File: config.mk
export PLATFORM = sky130hd
export DESIGN_NAME = igtp_rsp_buf
export DESIGN_NICKNAME = d
export VERILOG_FILES = /design/src/rtl/igtp_pkg.sv /design/src/rtl/igtp_rsp_buf.sv
export SDC_FILE = /design/constraint.sdc
export NUM_CORES = 1
export LEC_CHECK = 0
export BUFFER_PORTS_ARGS = -buffer_cell sky130_fd_sc_hd__buf_2
export CORE_ASPECT_RATIO = 1.75
export CORE_MARGIN = 2
export CORE_UTILIZATION = 50
export CTS_CLUSTER_DIAMETER = 40
export DETAILED_ROUTE_END_ITERATION = 16
export PLACE_DENSITY = 0.8
export SLEW_MARGIN = 10
export SYNTH_ARGS = -nofsm -noshare
export SYNTH_HDL_FRONTEND = slang
export SYNTH_SLANG_ARGS = --single-unit
File: constraint.sdc
create_clock -name clock -period 1.9 [get_ports clock]
set_input_delay 0.19 -clock clock [delete_from_list [all_inputs] [get_ports clock]]
set_output_delay 0.19 -clock clock [all_outputs]
set_load 0.005 [all_outputs]
File: src/rtl/igtp_pkg.sv
// Package for the integer grid text parser: sizes, codes, character constants,
// and the state, result and result-bundle types used by the other RTL files.
// No dependencies.
package igtp_pkg;

   localparam int MAX_COLUMNS = 4096;
   localparam int MAX_ROWS    = 4096;

   // counters must hold the limit itself
   localparam int COL_W = $clog2(MAX_COLUMNS + 1);
   localparam int ROW_W = $clog2(MAX_ROWS + 1);

   localparam int MODE_W   = 2;
   localparam int CHAR_W   = 8;
   localparam int VALUE_W  = 32;
   localparam int ROW_O_W  = 12;
   localparam int COL_O_W  = 12;
   localparam int MAP_W    = 13;

   localparam int MAX_RESULTS = 3;
   localparam int CNT_W       = 2;

   localparam logic [CHAR_W-1:0] CHAR_SPACE = 8'h20;
   localparam logic [CHAR_W-1:0] CHAR_MINUS = 8'h2D;
   localparam logic [CHAR_W-1:0] CHAR_COMMA = 8'h2C;
   localparam logic [CHAR_W-1:0] CHAR_ZERO  = 8'h30;
   localparam logic [CHAR_W-1:0] CHAR_NINE  = 8'h39;

   typedef enum logic [MODE_W-1:0] {
      MODE_CHAR = 2'd0,
      MODE_EOL  = 2'd1,
      MODE_EOF  = 2'd2
   } mode_type;

   typedef enum logic [1:0] {
      KIND_VALUE = 2'd0,
      KIND_LINE  = 2'd1,
      KIND_FILE  = 2'd2,
      KIND_FAIL  = 2'd3
   } kind_type;

   typedef enum logic [2:0] {
      ERR_NONE       = 3'd0,
      ERR_BAD_CHAR   = 3'd1,
      ERR_EMPTY_LINE = 3'd2,
      ERR_WIDTH      = 3'd3,
      ERR_EMPTY_FILE = 3'd4,
      ERR_SIZE       = 3'd5
   } err_type;

   typedef enum logic [1:0] {
      PH_BETWEEN = 2'd0,
      PH_NUMBER  = 2'd1,
      PH_SKIP    = 2'd2
   } phase_type;

   typedef struct packed {
      phase_type          phase;
      logic               negative;
      logic [VALUE_W-1:0] acc;
      logic [COL_W-1:0]   col;
      logic [ROW_W-1:0]   row;
      logic [COL_W-1:0]   width;
      logic               failed;
      logic               line_open;
   } state_type;

   localparam state_type STATE_RESET = '{
      phase: PH_BETWEEN, negative: 1'b0, acc: '0, col: '0, row: '0,
      width: '0, failed: 1'b0, line_open: 1'b0};

   typedef struct packed {
      kind_type           kind;
      logic [VALUE_W-1:0] value;
      logic [ROW_O_W-1:0] row;
      logic [COL_O_W-1:0] column;
      err_type            code;
      logic [MAP_W-1:0]   map_width;
      logic [MAP_W-1:0]   map_height;
   } result_type;

   // all results caused by one input item
   typedef struct packed {
      result_type [MAX_RESULTS-1:0] item;
      logic [CNT_W-1:0]             count;
   } bundle_type;

endpackage

File: src/rtl/igtp_rsp_buf.sv
// Result register: holds one item's bundle and hands it out one beat a cycle while rsp_ready is high.
// Depends on igtp_pkg.
module igtp_rsp_buf (
   input  logic                 clock,
   input  logic                 reset,
   input  logic                 load,
   input  igtp_pkg::bundle_type bundle,
   input  logic                 rsp_ready,
   output logic                 free,
   output logic                 rsp_valid,
   output igtp_pkg::result_type result,
   output logic                 rsp_last
);
   import igtp_pkg::*;

   bundle_type       bun_ff;
   logic             valid_ff;
   logic [CNT_W-1:0] idx_ff;
   logic             fire;

   assign rsp_valid = valid_ff;
   assign result    = bun_ff.item[idx_ff];
   assign rsp_last  = (idx_ff == bun_ff.count - CNT_W'(1));
   assign fire      = valid_ff && rsp_ready;
   assign free      = !valid_ff || (fire && rsp_last);

   always_ff @(posedge clock) begin
      if (reset) begin
         valid_ff <= 1'b0;
         idx_ff   <= '0;
      end else if (load) begin
         valid_ff <= 1'b1;
         idx_ff   <= '0;
      end else if (fire) begin
         if (rsp_last) begin
            valid_ff <= 1'b0;
         end else begin
            idx_ff <= idx_ff + CNT_W'(1);
         end
      end
   end

   always_ff @(posedge clock) begin
      if (load) begin
         bun_ff <= bundle;
      end
   end

endmodule

==> results of run 1 <==
-- stage by stage --
step | hold WS [ns] | area, um2 | utilization, % | worst slack, ns | std cells
after detailed placement | 0.368 | 12200 | 62.3 | 0.295 | 1175
after floorplan | 0.262 | 9860 | - | 0.535 | 577
after global placement | 0.367 | 12200 | 62.3 | 0.300 | 1175
-- cells in the mapped netlist (all sizes together) --
master | instances | area, um2
edfxtp | 263 | 7900
nand2 | 90 | 338
o21ai | 89 | 445
mux2i | 88 | 881
buf | 16 | 91.3
clkbuf | 14 | 52.6
dfxtp | 3 | 60.1
inv | 2 | 7.51
nand2b | 2 | 12.5
nor2 | 2 | 7.51
a21boi | 1 | 7.51
a21oi | 1 | 5.00
a311oi | 1 | 8.76
nand3 | 1 | 5.00
nor2b | 1 | 6.26
o221a | 1 | 11.3
or3 | 1 | 6.26
xnor2 | 1 | 16.3
-- cells by family after synthesis --
logic type / count (synthesis)
muxes: 88
AOI/OAI and AO/OA: 93
xor gates and xnor gates: 1
and+or+nand+nor: 97
buffers and inverters: 32
DFF: 266
==> qor.tcl, run 1 <==
set qor(outcome) {stopped before the end}
set qor(failed_stage) {clock tree synthesis}
set qor(tool.error) {[ERROR RSZ-0060] Max buffer count reached.}
set qor(floorplan.initialDensity_pct) 50.4
set qor(ys_warn_count) 0
set qor(synthesis.area_um2) 9860
set qor(synth_sequential_area_ratio_pct) 80.7
set qor(synth_top_family_by_area) {multiplexers}
set qor(cts_post_setup_buffers_inserted) 15
set qor(port-buffer-count) 356
set qor(cts_bufs_inserted) 26
set qor(cts_hold_buf) 249
set qor(gp_congestion) 0.875
set qor(syn-instance-count) 577
set qor(cts_sinks) 266
set qor(die_width_um) 110
set qor(cts.htree.levels) 1
set qor(cts_resized) 32
set qor(ctsLongestPathBuffers) 3
set qor(postSynthRegisterBits) 266
set qor(synth_simple_gate_area_share_pct) 3.81
set qor(synth.area.mux_share_pct) 8.93
set qor(yosys.area_share.adder_pct) 0
set qor(synth_cell_types) 21
set qor(postSynthAreaPerCell_um2) 17.1
set qor(io-pin-count) 357
set qor(core.rowCount) 68
set qor(share_of_the_synthesized_area_in_compound_gates_ao_oa_aoi_oai_pct) 4.85
set qor(die_extent_in_y_um) 190
set qor(synth_nets) 844
set qor(clk_root_buffer_cell) {sky130_fd_sc_hd__clkbuf_16}
set qor(place_hpwl_um) 17200
set qor(synth_xor_area_share_pct) 0.165
==> run 2: changes to the inputs <==
--- a/config.mk
+++ b/config.mk
@@ -6,12 +6,10 @@
 export NUM_CORES = 1
 export LEC_CHECK = 0
 export BUFFER_PORTS_ARGS = -buffer_cell sky130_fd_sc_hd__buf_2
-export CORE_ASPECT_RATIO = 1.75
 export CORE_MARGIN = 2
-export CORE_UTILIZATION = 50
-export CTS_CLUSTER_DIAMETER = 40
+export CORE_UTILIZATION = 35
 export DETAILED_ROUTE_END_ITERATION = 16
-export PLACE_DENSITY = 0.8
+export PLACE_DENSITY_LB_ADDON = 0.15
 export SLEW_MARGIN = 10
 export SYNTH_ARGS = -nofsm -noshare
 export SYNTH_HDL_FRONTEND = slang
==> run 2 against run 1 <==
The flow now finishes, with violations (negative setup slack). Synthesized area is the same. Synthesized cell count is the same.
==> qor.tcl, run 2 <==
set qor(outcome) {finished, violations left}
set qor(violations) {negative setup slack}
set qor(first_global_vias) 7892
set qor(grt_antenna_before_repair) 0
set qor(drcViolationCount) 0
set qor(synth_sequential_area_ratio_pct) 80.7 ;# unchanged
set qor(gp_congestion) 0.726 ;# -17%
set qor(min_to) {bun_ff[152]}
set qor(synth-main-ff-cell) {sky130_fd_sc_hd__edfxtp_1}
set qor(timing.hold.ws_ns) 0.0758
set qor(worst_slew_pin_slew_ns) 0.604
set qor(largest_register_ffs) 263
set qor(grt_overflow) 0
set qor(place_hpwl_um) 15800 ;# -8.0%
set qor(final_layout_size_suffix_gt1_share_pct) 45.3
set qor(io-pin-count) 357 ;# unchanged
set qor(power_density_nw_per_um2) 810
set qor(worst_r2r_path_depth) 5
set qor(core.rowCount) 61 ;# -10%
set qor(clkTransAtPathRegs_ns) 0.06
set qor(vdd_drop_max_v) 0.000705
set qor(crit-reg2reg-launch) {bun_ff[1]}
set qor(grt_first_pass_wirelength_um) 43100
set qor(vias_per_cell) 4.55
set qor(routed-via-count) 7510
set qor(grtUsageTotal_pct) 19.7
set qor(cts_bufs_inserted) 29 ;# +12%
set qor(cts_sinks) 266 ;# unchanged
set qor(relSlewSlack_pct) 59.8
set qor(setup_violations) 85
set qor(synthesis.area_um2) 9860 ;# unchanged
set qor(crit_required_ns) 1.71
set qor(flow.area_growth_from_synthesis_pct) 73.4
set qor(type_of_element_launching_the_critical_path) {flop}
set qor(die_extent_in_y_um) 172 ;# -9.4%
set qor(final_nets) 1520
set qor(worst-setup-path-type) {reg2out}
set qor(synth_enable_flop_cells) 263 ;# unchanged
set qor(min_path_type) {in2reg}
set qor(r2r-end) {idx_ff[0]}
set qor(drtAntennaViolNets) 0
set qor(cts.htree.levels) 1 ;# unchanged
set qor(wirelength_um) 31200
set qor(postSynthAreaPerCell_um2) 17.1 ;# unchanged
set qor(sequential_cell_area_um2) 7970
set qor(multiInputGateArea_um2) 2290
set qor(die_area_um2) 29500
set qor(port-buffer-count) 356 ;# unchanged
set qor(worst_clock_skew_ns) 0.00425
set qor(core_area_um2) 27800
set qor(detail_route.first_pass.iterations) 4
set qor(worstSkewPairLatency_ns) 0.54
set qor(min_from) {load}
set qor(timing.critical_path.arrival_ns) 1.80
set qor(yosys-top-cells-area) {sky130_fd_sc_hd__edfxtp_1, sky130_fd_sc_hd__mux2i_1, sky130_fd_sc_hd__o21ai_1}
set qor(floorplan.initialDensity_pct) 35.5 ;# -15 points
set qor(p_leak_nw) 6.65
set qor(whs_path_depth) 1
set qor(min_period_ns) 1.99
set qor(hold_viol) 0
set qor(ys_async_sr_fraction_pct) 0 ;# unchanged
set qor(synth_top_area_share_pct) 80.1 ;# unchanged
set qor(kind_of_end_point_of_the_critical_path) {primary output}
set qor(postSynthRegisterBits) 266 ;# unchanged
set qor(regToRegSetupSlack_ns) 0.29
set qor(critical_path.max_fanout) 7
set qor(post-route-util_pct) 61.5
set qor(top_register) {bun_ff}
set qor(maxCapViolations) 0
set qor(timing.fmax_mhz) 502
set qor(syn-instance-count) 577 ;# unchanged
set qor(leading_cell_types_by_count_after_synthesis) {sky130_fd_sc_hd__edfxtp_1, sky130_fd_sc_hd__nand2_1, sky130_fd_sc_hd__mux2i_1}
set qor(finalMaxSlewViolations) 0
set qor(ctsLongestPathBuffers) 3 ;# unchanged
set qor(ys_warn_count) 0 ;# unchanged
set qor(grt_start_max_net_pins) 54
set qor(antenna_cells_inserted) 0
set qor(rsz0062_at_grt) {yes}
set qor(drt-initial-drc-count) 353
set qor(final_min_period_over_clock_period_pct) 105
set qor(post-route-worst-setup-slack_ns) -0.0932
set qor(drt-wirelength-per-cell_um) 18.9
set qor(clk_root_buffer_cell) {sky130_fd_sc_hd__clkbuf_16}
set qor(fillCellCount) 2089
set qor(tritoncts) {yes}
set qor(netlist.top_cell.by_area) {sky130_fd_sc_hd__edfxtp_1}
set qor(synth_cell_types) 21 ;# unchanged
set qor(mostFrequentLayoutCell) {sky130_fd_sc_hd__buf_2}
set qor(place_ws_ns) 0.322 ;# +0.0268 ns
set qor(die_width_um) 172 ;# +56%
set qor(commonest_non_fill_non_tap_cells_in_the_layout) {sky130_fd_sc_hd__buf_2, sky130_fd_sc_hd__dlygate4sd3_1, sky130_fd_sc_hd__edfxtp_1}
set qor(yosysMostFrequentCell) {sky130_fd_sc_hd__edfxtp_1}
set qor(synth_nets) 844 ;# unchanged
==> run 2: cell counts after synthesis <==
Identical to the previous run, type by type.
==> run 2: stage by stage <==
step                      setup TNS (ns)  std cells  power (mW)  cell area (um2)
after global routing              -10.13       1649        14.4            17100
final                              -2.87       1649        13.9            17100
after floorplan                        0        577        7.43             9860
after global placement                 0       1299        8.07            12200
after CTS                          -4.23       1644        13.8            16500
after detailed placement               0       1299        8.09            12200
==> run 2: how the worst max path moves through the flow <==
stage                     startpoint  slack [ns]  cells past startpoint    endpoint
after global routing       idx_ff[0]       -0.17                      5  result[43]
after detailed placement   idx_ff[1]        0.32                      3  result[22]
after CTS                  idx_ff[0]       -0.08                      5  result[25]
after global placement     idx_ff[1]        0.33                      3  result[22]
final                      idx_ff[0]       -0.09                      5  result[43]
after floorplan            idx_ff[1]        0.54                      7  result[49]
==> run 2: layer usage <==
layer	track usage (%)	vias up	wire (um)
met5	0	-	0
met4	6.32	0	735
met3	3.66	48	1520
met2	36.9	245	17000
met1	22.6	3666	12000
li1	-	3551	-
==> run 2: timing repair <==
item                       CTS  global route
hold endpoints to repair   266             1
setup buffers               15             0
resized for setup           82           108
hold buffers               265             1
setup endpoints to repair   89            90
pin swaps                   17            15
cloned                      18             5
==> run 2: cells by family (layout without fill, tap and decap cells) <==
group,after synthesis,in the layout,synth area share (%)
AO/OA/AOI/OAI,93,93,4.85
XOR/XNOR,1,1,0.165
buffers and inverters,32,726,1.54
flip-flops,266,266,80.7
multiplexers,88,88,8.93
AND/OR/NAND/NOR,97,97,3.81
==> run 2: critical path: stages (launching register included) <==
cell	delay, ns
sky130_fd_sc_hd__dfxtp_4	0.43
sky130_fd_sc_hd__buf_8	0.18
sky130_fd_sc_hd__buf_16	0.16
sky130_fd_sc_hd__mux2i_1	0.24
sky130_fd_sc_hd__o21ai_1	0.10
sky130_fd_sc_hd__buf_2	0.15
==> run 2: where the power goes <==
| part | internal [mW] | total (mW) | leakage (nW) | switching [mW] |
|---|---|---|---|---|
| clock network | 3.04 | 5.22 | 0.429 | 2.19 |
| registers | 6.97 | 7.14 | 2.60 | 0.170 |
| logic | 0.914 | 1.49 | 3.62 | 0.578 |
==> run 2: layout make-up <==
type	instances	share of cell area, %
inverters	2	0.0439
repair buffers	675	32.1
clock inverters	15	0.732
multi-input cells	279	13.4
flip-flops and latches	266	46.6
clock buffers	34	4.35
well taps	378	2.77
(Power assumes the default switching activity.)
